`config.mk`:
```
export PLATFORM = sky130hd
export DESIGN_NAME = bnms_ctrl
export DESIGN_NICKNAME = d
export VERILOG_FILES = /design/src/hdl/bnms_pkg.sv /design/src/hdl/bnms_ctrl.sv
export SDC_FILE = /design/constraint.sdc
export NUM_CORES = 1
export LEC_CHECK = 0
export ABC_AREA = 1
export BUFFER_PORTS_ARGS = -buffer_cell sky130_fd_sc_hd__buf_2
export CAP_MARGIN = 20
export CORE_UTILIZATION = 39
export CTS_BUF_LIST = sky130_fd_sc_hd__clkbuf_8
export CTS_CLUSTER_SIZE = 8
export DETAILED_ROUTE_END_ITERATION = 8
export SETUP_SLACK_MARGIN = 0.4
export SYNTH_ARGS = -nofsm -noshare
export SYNTH_HDL_FRONTEND = slang
export SYNTH_SLANG_ARGS = --single-unit
```
`constraint.sdc`:
```
create_clock -name clk -period 2.65 [get_ports clk]
set_clock_uncertainty 0.05 [all_clocks]
set_input_delay 0.1325 -clock clk [delete_from_list [all_inputs] [get_ports clk]]
set_output_delay 0.1325 -clock clk [all_outputs]
set_load 0.02 [all_outputs]
```
`src/hdl/bnms_pkg.sv`:
```
// shared types and constants for the box nms engine
package bnms_pkg;

    localparam int MAX_BOXES_DEF = 64;
    localparam int CW = 16;
    localparam int CLSW = 8;
    localparam int KEPTW = 7;

    localparam logic [0:0] REG_IOU = 1'b0;
    localparam logic [0:0] REG_MAXK = 1'b1;

    typedef enum logic [3:0] {
        ST_IDLE,
        ST_SCAN_RD,
        ST_SCAN,
        ST_SHIFT_RD,
        ST_SHIFT_WR,
        ST_INSERT,
        ST_OUT_RD,
        ST_OUT_CHK,
        ST_SUP_RD,
        ST_SUP_CHK,
        ST_SUP_WAIT,
        ST_DONE
    } state_t;

    // controller to datapath
    typedef struct packed {
        logic        latch_in;
        logic        rd_en;
        logic        wr_en;
        logic        wr_from_in;
        logic        cur_load;
        logic        mark_set;
        logic        marks_clear;
        logic        emit;
        logic        emit_last;
        logic        iou_start;
    } dp_cmd_t;

    // datapath to controller
    typedef struct packed {
        logic        rd_ge;
        logic        rd_marked;
        logic        same_class;
        logic        iou_done;
        logic        iou_hit;
    } dp_stat_t;

endpackage

```
`src/hdl/bnms_ctrl.sv`:
```
// controller: insertion sort walk and greedy suppression sequencing
module bnms_ctrl #(
    parameter int MAX_BOXES = bnms_pkg::MAX_BOXES_DEF
) (
    input  logic                         clk,
    input  logic                         rst_n,
    input  logic                         start,
    input  logic                         last_box,
    input  logic [6:0]                   max_kept_cfg,
    input  bnms_pkg::dp_stat_t           stat,
    output logic                         busy,
    output bnms_pkg::dp_cmd_t            cmd,
    output logic [$clog2(MAX_BOXES)-1:0] rd_addr,
    output logic [$clog2(MAX_BOXES)-1:0] wr_addr,
    output logic                         ovf
);
    import bnms_pkg::*;

    localparam int AW = $clog2(MAX_BOXES);
    localparam int CNTW = $clog2(MAX_BOXES + 1);

    state_t state_reg, state_next;
    logic [CNTW-1:0] count_reg, count_next;
    logic [CNTW-1:0] pos_reg, pos_next;   // scan position / outer index
    logic [CNTW-1:0] j_reg, j_next;       // shift / inner index
    logic [6:0] emitted_reg, emitted_next;
    logic last_reg, last_next;
    logic ovf_reg, ovf_next;
    logic live_reg, live_next;            // a later box survived this pass
    logic [6:0] limit;
    logic [CNTW-1:0] nxt_live;

    assign limit = (max_kept_cfg == 7'd0) ? 7'd1 :
                   (max_kept_cfg > 7'd64) ? 7'd64 : max_kept_cfg;
    assign ovf  = ovf_reg;
    assign busy = (state_reg != ST_IDLE);
    assign nxt_live = pos_reg + 1'b1;

    always_comb
    begin
        state_next   = state_reg;
        count_next   = count_reg;
        pos_next     = pos_reg;
        j_next       = j_reg;
        emitted_next = emitted_reg;
        last_next    = last_reg;
        ovf_next     = ovf_reg;
        live_next    = live_reg;
        case (state_reg)
            ST_IDLE:
            begin
                if (start)
                begin
                    last_next = last_box;
                    pos_next  = '0;
                    if (count_reg >= CNTW'(MAX_BOXES))
                    begin
                        ovf_next   = 1'b1;
                        state_next = last_box ? ST_OUT_RD : ST_IDLE;
                        pos_next   = '0;
                        emitted_next = 7'd0;
                    end
                    else
                    begin
                        state_next = (count_reg == '0) ? ST_INSERT : ST_SCAN_RD;
                    end
                end
            end
            ST_SCAN_RD: state_next = ST_SCAN;
            ST_SCAN:
            begin
                if (stat.rd_ge)
                begin
                    pos_next   = pos_reg + 1'b1;
                    state_next = (pos_reg + 1'b1 == count_reg) ? ST_INSERT : ST_SCAN_RD;
                end
                else
                begin
                    j_next     = count_reg;
                    state_next = ST_SHIFT_RD;
                end
            end
            ST_SHIFT_RD:
            begin
                state_next = (j_reg == pos_reg) ? ST_INSERT : ST_SHIFT_WR;
            end
            ST_SHIFT_WR:
            begin
                j_next     = j_reg - 1'b1;
                state_next = ST_SHIFT_RD;
            end
            ST_INSERT:
            begin
                count_next   = count_reg + 1'b1;
                pos_next     = '0;
                emitted_next = 7'd0;
                state_next   = last_reg ? ST_OUT_RD : ST_IDLE;
            end
            ST_OUT_RD:
            begin
                if (pos_reg >= count_reg || emitted_reg >= limit)
                begin
                    state_next = ST_DONE;
                end
                else
                begin
                    state_next = ST_OUT_CHK;
                end
            end
            ST_OUT_CHK:
            begin
                if (stat.rd_marked)
                begin
                    pos_next   = pos_reg + 1'b1;
                    state_next = ST_OUT_RD;
                end
                else
                begin
                    emitted_next = emitted_reg + 7'd1;
                    j_next       = nxt_live;
                    live_next    = 1'b0;
                    state_next   = ST_SUP_RD;
                end
            end
            ST_SUP_RD:
            begin
                if (j_reg >= count_reg)
                begin
                    pos_next   = pos_reg + 1'b1;
                    state_next = ST_OUT_RD;
                end
                else
                begin
                    state_next = ST_SUP_CHK;
                end
            end
            ST_SUP_CHK:
            begin
                if (stat.rd_marked || !stat.same_class)
                begin
                    if (!stat.rd_marked)
                    begin
                        live_next = 1'b1;
                    end
                    j_next     = j_reg + 1'b1;
                    state_next = ST_SUP_RD;
                end
                else
                begin
                    state_next = ST_SUP_WAIT;
                end
            end
            ST_SUP_WAIT:
            begin
                if (stat.iou_done)
                begin
                    if (!stat.iou_hit)
                    begin
                        live_next = 1'b1;
                    end
                    j_next     = j_reg + 1'b1;
                    state_next = ST_SUP_RD;
                end
            end
            ST_DONE:
            begin
                count_next = '0;
                ovf_next   = 1'b0;
                state_next = ST_IDLE;
            end
            default: state_next = ST_IDLE;
        endcase
    end

    // a kept box goes out at the end of its suppression pass; it is the final
    // one when no later box survived the pass or the emit limit is reached
    always_comb
    begin
        cmd     = '0;
        rd_addr = '0;
        wr_addr = '0;
        case (state_reg)
            ST_IDLE:
            begin
                cmd.latch_in = start;
            end
            ST_SCAN_RD:
            begin
                cmd.rd_en = 1'b1;
                rd_addr   = pos_reg[AW-1:0];
            end
            ST_SHIFT_RD:
            begin
                cmd.rd_en = (j_reg != pos_reg);
                rd_addr   = AW'(j_reg - 1'b1);
            end
            ST_SHIFT_WR:
            begin
                cmd.wr_en = 1'b1;
                wr_addr   = j_reg[AW-1:0];
            end
            ST_INSERT:
            begin
                cmd.wr_en      = 1'b1;
                cmd.wr_from_in = 1'b1;
                wr_addr        = pos_reg[AW-1:0];
                cmd.marks_clear = 1'b1;
            end
            ST_OUT_RD:
            begin
                cmd.rd_en = 1'b1;
                rd_addr   = pos_reg[AW-1:0];
            end
            ST_OUT_CHK:
            begin
                if (!stat.rd_marked)
                begin
                    cmd.cur_load = 1'b1;
                end
            end
            ST_SUP_RD:
            begin
                if (j_reg >= count_reg)
                begin
                    cmd.emit      = 1'b1;
                    cmd.emit_last = !live_reg || (emitted_reg >= limit);
                end
                else
                begin
                    cmd.rd_en = 1'b1;
                    rd_addr   = j_reg[AW-1:0];
                end
            end
            ST_SUP_CHK:
            begin
                if (!stat.rd_marked && stat.same_class)
                begin
                    cmd.iou_start = 1'b1;
                end
            end
            ST_SUP_WAIT:
            begin
                cmd.mark_set = stat.iou_done && stat.iou_hit;
            end
            ST_DONE:
            begin
                cmd.marks_clear = 1'b1;
            end
            default: cmd = '0;
        endcase
    end

    always_ff @(posedge clk or negedge rst_n)
    begin
        if (!rst_n)
        begin
            state_reg   <= ST_IDLE;
            count_reg   <= '0;
            pos_reg     <= '0;
            j_reg       <= '0;
            emitted_reg <= 7'd0;
            last_reg    <= 1'b0;
            ovf_reg     <= 1'b0;
            live_reg    <= 1'b0;
        end
        else
        begin
            state_reg   <= state_next;
            count_reg   <= count_next;
            pos_reg     <= pos_next;
            j_reg       <= j_next;
            emitted_reg <= emitted_next;
            last_reg    <= last_next;
            ovf_reg     <= ovf_next;
            live_reg    <= live_next;
        end
    end

    assert property (@(posedge clk) disable iff (!rst_n)
        count_reg <= CNTW'(MAX_BOXES))
        else $error("stored count beyond capacity");
    assert property (@(posedge clk) disable iff (!rst_n)
        emitted_reg <= 7'd64)
        else $error("emitted count beyond limit");
    assert property (@(posedge clk) disable iff (!rst_n)
        (state_reg == ST_DONE) |=> (count_reg == '0) && !ovf_reg)
        else $error("set not closed");
endmodule

```
[Yosys cells after proc, flatten, opt, wreduce, memory -nomap -nowiden]
Index checks and enable logic that the tools add are counted.
W data, S select, Z words.
Word-level totals
  word-level logic and storage cells: 127
  register bits after elaboration: 35
  input port bits: 16
  output and inout port bits: 24
Operators by class
  equality and inequality tests: 25
  muxes and demuxes: 56
  $add $sub $neg: 5
  magnitude comparators: 5
  reductions and logical operators: 28
Operator list (count)
  $mux W7: 13
  $pmux W7 S5: 2
  $pmux W4 S11: 1
  $add A7 B1 Y7 const B: 4
  $ne A2 B2 Y1 const B: 11
  $ge A7 B7 Y1: 3
  $pmux W7 S3: 1
  $mux W4: 5
  $mux W1: 18
  $mux W3: 6
  $pmux W6 S3: 1
  $eq A4 B3 Y1 const B: 4
  $eq A4 B4 Y1 const B: 4
  $eq A7 B7 Y1: 2
  $logic_not A7 Y1: 2
  $pmux W7 S2: 1
  $pmux W6 S2: 1
  $reduce_and A5 Y1: 2
  $reduce_bool A5 Y1: 2
  $eq A4 B2 Y1 const B: 2
  $ge A7 B7 Y1 const B: 1
  $gt A7 B7 Y1 const B: 1
  $ne A7 B7 Y1: 1
  $sub A7 B1 Y7 const B: 1
  17 further kinds: 30

[Depth between registers and ports, before layout]
  word-level depth: 7
  mapped depth: 15
  mapped depth without buffers: 15

[Worst setup path after synthesis]
Ideal clock, no wire load.
  path type: reg2out
  start: register count_reg[6]
  end: output port rd_addr[0]
  path buffers: 0
  required time: 2.467 ns
  stages on the path, launching flop included: 7
  setup slack: 0.577 ns
  arrival: 1.891 ns
  cell sequence: dfrtp_1 > inv_1 > ha_1 > a21o_1 > nor2_1 > nand4_2 > o21ai_0
On the way
  cells in the longest elaborated chain, start to end: 3
RTL lines
  start, declared: RTL line bnms_ctrl.sv:23  | logic [CNTW-1:0] count_reg, count_next;
  start signal, assigned: RTL line bnms_ctrl.sv:269  | count_reg <= count_next;
  $ge A7 B7 Y1: RTL line bnms_ctrl.sv:223  | if (j_reg >= count_reg)
  $mux W6: RTL line bnms_ctrl.sv:223
  $pmux W6 S3: RTL line bnms_ctrl.sv:182  | case (state_reg)
  end, declared: RTL line bnms_ctrl.sv:13  | output logic [$clog2(MAX_BOXES)-1:0] rd_addr,
Every way passes these cells.

[Worst setup path in the final report]
  start: register j_reg[1]
  end: output port rd_addr[2]
On the way
  cells in the longest elaborated chain, start to end: 3
RTL lines
  start, declared: RTL line bnms_ctrl.sv:25  | logic [CNTW-1:0] j_reg, j_next;
  start signal, assigned: RTL line bnms_ctrl.sv:271  | j_reg <= j_next;
  $ge A7 B7 Y1: RTL line bnms_ctrl.sv:223
  $mux W6: RTL line bnms_ctrl.sv:223
  $pmux W6 S3 *: RTL line bnms_ctrl.sv:182
Every way passes the cells marked *; elsewhere a longest branch is shown, timed or not.

==> results.py <==
metrics = {
    "sta": {
        "max_slew_margin": 0.4196,
        "worstMarginPinSlew_ns": 0.8707,
        "fmax_mhz": 447.2,
        "setup_viol_count_final": 0,
        "setup_tns_ns": 0,
        "period_minus_slack_ns": 2.236,
        "timing.final.max_slew_violations": 0,
        "finalHoldViolations": 0,
        "holdWs_ns": 0.03876,
        "rsz0062_at_grt": "yes",
        "finalCritPeriodShare": 0.8438,
    },
    "routing": {
        "dr.first_iter.drc_count": 235,
        "wl_mm": 10.81,
        "vias": 3740,
        "wl_per_cell_microns": 15.88,
        "drt_pass1_iterations": 4,
        "ant_nets": 0,
        "drc": 0,
        "avgViaCountPerCell": 5.492,
    },
    "worst_setup_path": {
        "startpoint_type": "flop",
        "max_stage_delay_ns": 0.49,
        "cp_num_buf_inv": 2,
        "path_delay_family": "simple AND/OR/NAND/NOR gates",
        "cp.required_ns": 2.47,
        "arrival_ns": 2.05,
        "end_kind": "primary output",
        "cp_slowest_cell": "dfrtp_2",
        "crit_type": "reg -> out",
        "worstPathMaxFanout": 8,
        "crit_chain": "ha_4, nand2_2, nor2_2, nand4_1, nand4_4, inv_2, nand2_2, o221ai_2, buf_4",
        "crit_top_cell": "nand2_2",
    },
    "yosys": {
        "synth_warnings": 0,
        "yosys_register_bits": 35,
        "post_synth_xor_area_fraction": 0.02589,
        "synth_top_family_by_area": "simple AND/OR/NAND/NOR gates",
        "synth_area_sq_um": 3383,
        "dominantRegCellSynth": "dfrtp_1",
        "synth_fa_ha_area_frac": 0.09985,
        "synth_top_cell_area_share": 0.2589,
        "netlist_instances": 518,
        "synth_compound_area_frac": 0.1317,
        "yosysTopAreaCell": "dfrtp_1",
        "synth_seq_area_share": 0.2589,
        "avgSynthCellArea_sq_um": 6.531,
        "synth-async-reset-ratio": 1.000,
        "synth.distinct_cells": 39,
        "syn-num-nets": 561,
        "synth.area.top_cells": "dfrtp_1 (26%), nand2_1 (18%), ha_1 (10%)",
        "synth_mux_area_frac": 0.003328,
        "synth_enable_flop_cells": 0,
        "synthSimpleGateAreaFrac": 0.3872,
    },
    "finish": {
        "multi_input_area_sq_um": 2338,
        "final_common_cell": "nand2_1",
        "syn_to_final_growth_pct": 19.75,
        "antenna_cells": 0,
        "regArea_sq_um": 884.6,
        "final_cells": 681,
        "nNetsFinal": 618,
        "fill_cells": 826,
        "final_cell_mix": "nand2_1 (162), inv_1 (51), nor2_1 (46)",
        "layout-drive-gt1-share": 0.2257,
    },
    "run": {
        "maxCapViolations": 0,
    },
    "clocking": {
        "clkTransAtPathRegs_ns": 0.08,
        "clk_latency_ns": 0.29,
        "cts_buffers": 5,
        "cts_tree": "done",
        "htreeDepth": 2,
        "cts_sinks": 35,
        "cts_buffer_depth": 2,
        "root_buffer": "clkbuf_8",
    },
    "power_and_ir_drop": {
        "power.density_nw_per_um2": 987.1,
        "leakage_uw": 0.002137,
        "ir_drop_uv": 376.5,
        "total_power_uw": 3999,
    },
    "global_route": {
        "overflow": 0,
        "grt_max_degree": 36,
        "gr-usage-all-layers": 0.2435,
        "antenna_found_initial": 0,
        "first_global_vias": 3471,
        "grt_pass1_wl_mm": 16.82,
    },
    "die": {
        "die-area_sq_um": 9052,
        "core-area_sq_um": 8299,
        "die_height_microns": 95.14,
        "rows": 33,
        "initial_utilization": 0.4077,
        "ios": 40,
        "die_x_microns": 95.14,
    },
    "outcome": {
        "status": "complete, no violations",
    },
    "placement": {
        "globalplace.congestion": 0.9395,
        "dp_hpwl_mm": 8.135,
        "place_inst": 665,
        "portBuffers": 39,
    },
    "worst_hold_path": {
        "hold_path.class": "in -> reg",
    },
}
-- through the flow --
step,setup WS (ns),util,instance area [sq um]
2_1_floorplan,0.5768,-,3383
4_1_cts,0.3942,0.4684,3887
6_report,0.4140,0.4882,4051
3_3_place_gp,0.5112,0.4506,3740
5_1_grt,0.3336,0.4882,4051
3_5_place_dp,0.4062,0.4506,3740
-- cell usage after synthesis, types with 8 or more instances --
library cell	number
nand3_1	37
inv_1	57
a21oi_1	21
ha_1	27
o21ai_1	10
nor3_1	8
nor2_1	49
nand4_1	10
inv_2	13
nand2_1	166
o21ai_0	17
dfrtp_1	35
xor2_1	9
-- per-layer routing --
metal	global-route usage	up-vias	routed length, microns
li1	-	1820	-
met1	0.3150	1758	4668
met2	0.4107	141	5195
met3	0.04785	21	721
met4	0.06692	0	228
met5	0	-	0
-- kinds of logic after synthesis --
| logic type | count (synthesis) |
|---|---|
| adders and majority gates | 27 |
| xor gates and xnor gates | 10 |
| muxes | 1 |
| and+or+nand+nor | 294 |
| buffers and inverters | 79 |
| DFF | 35 |
| AOI/OAI and AO/OA | 72 |
-- worst register-to-register path, cell delays in order (launching register included) --
cell	delay (ns)
dfrtp_2	0.49
ha_4	0.30
nand2_2	0.05
nor2_2	0.08
nand4_1	0.20
nand4_4	0.22
inv_2	0.08
nor2_4	0.20
nand2_2	0.15
nand2_1	0.10
nand2_1	0.05
-- cell type report --
type | instances | share of cell area
tap | 105 | 0.03243
clock buffer | 5 | 0.01699
multi-input combinational | 404 | 0.5772
timing repair buffer | 57 | 0.08338
sequential | 35 | 0.2183
clock inverter | 3 | 0.004015
inverter | 72 | 0.06763
-- report_power, final --
part	leakage [uW]	internal (uW)	switching (uW)
clock network	0.0000453	180	215
registers	0.000460	672	207
logic	0.00163	930	1790
total	0.00214	1780	2220
-- path summary, 6_finish.rpt --
check                         start         end  slack, ns  cells after the start
min                        last_box    last_reg       0.04                      2
max reg2reg                j_reg[1]  pos_reg[5]       0.57                     10
min reg2reg                     ovf         ovf       0.46                      2
max                        j_reg[1]  rd_addr[2]       0.41                      9
max in group asynchronous     rst_n    j_reg[6]       1.50                      2
min in group asynchronous     rst_n  pos_reg[6]       0.44                      2
-- timing repair --
| action | in CTS | in global routing |
|---|---|---|
| pin swaps | 1 | 4 |
| hold buffers | 1 | 0 |
| endpoints found under the setup margin | 14 | 15 |
| gates resized for setup | 6 | 33 |
| endpoints found under the hold margin | 35 | 0 |
| setup buffers | 4 | 3 |
No activity file was read; power rests on OpenSTA's default activity.
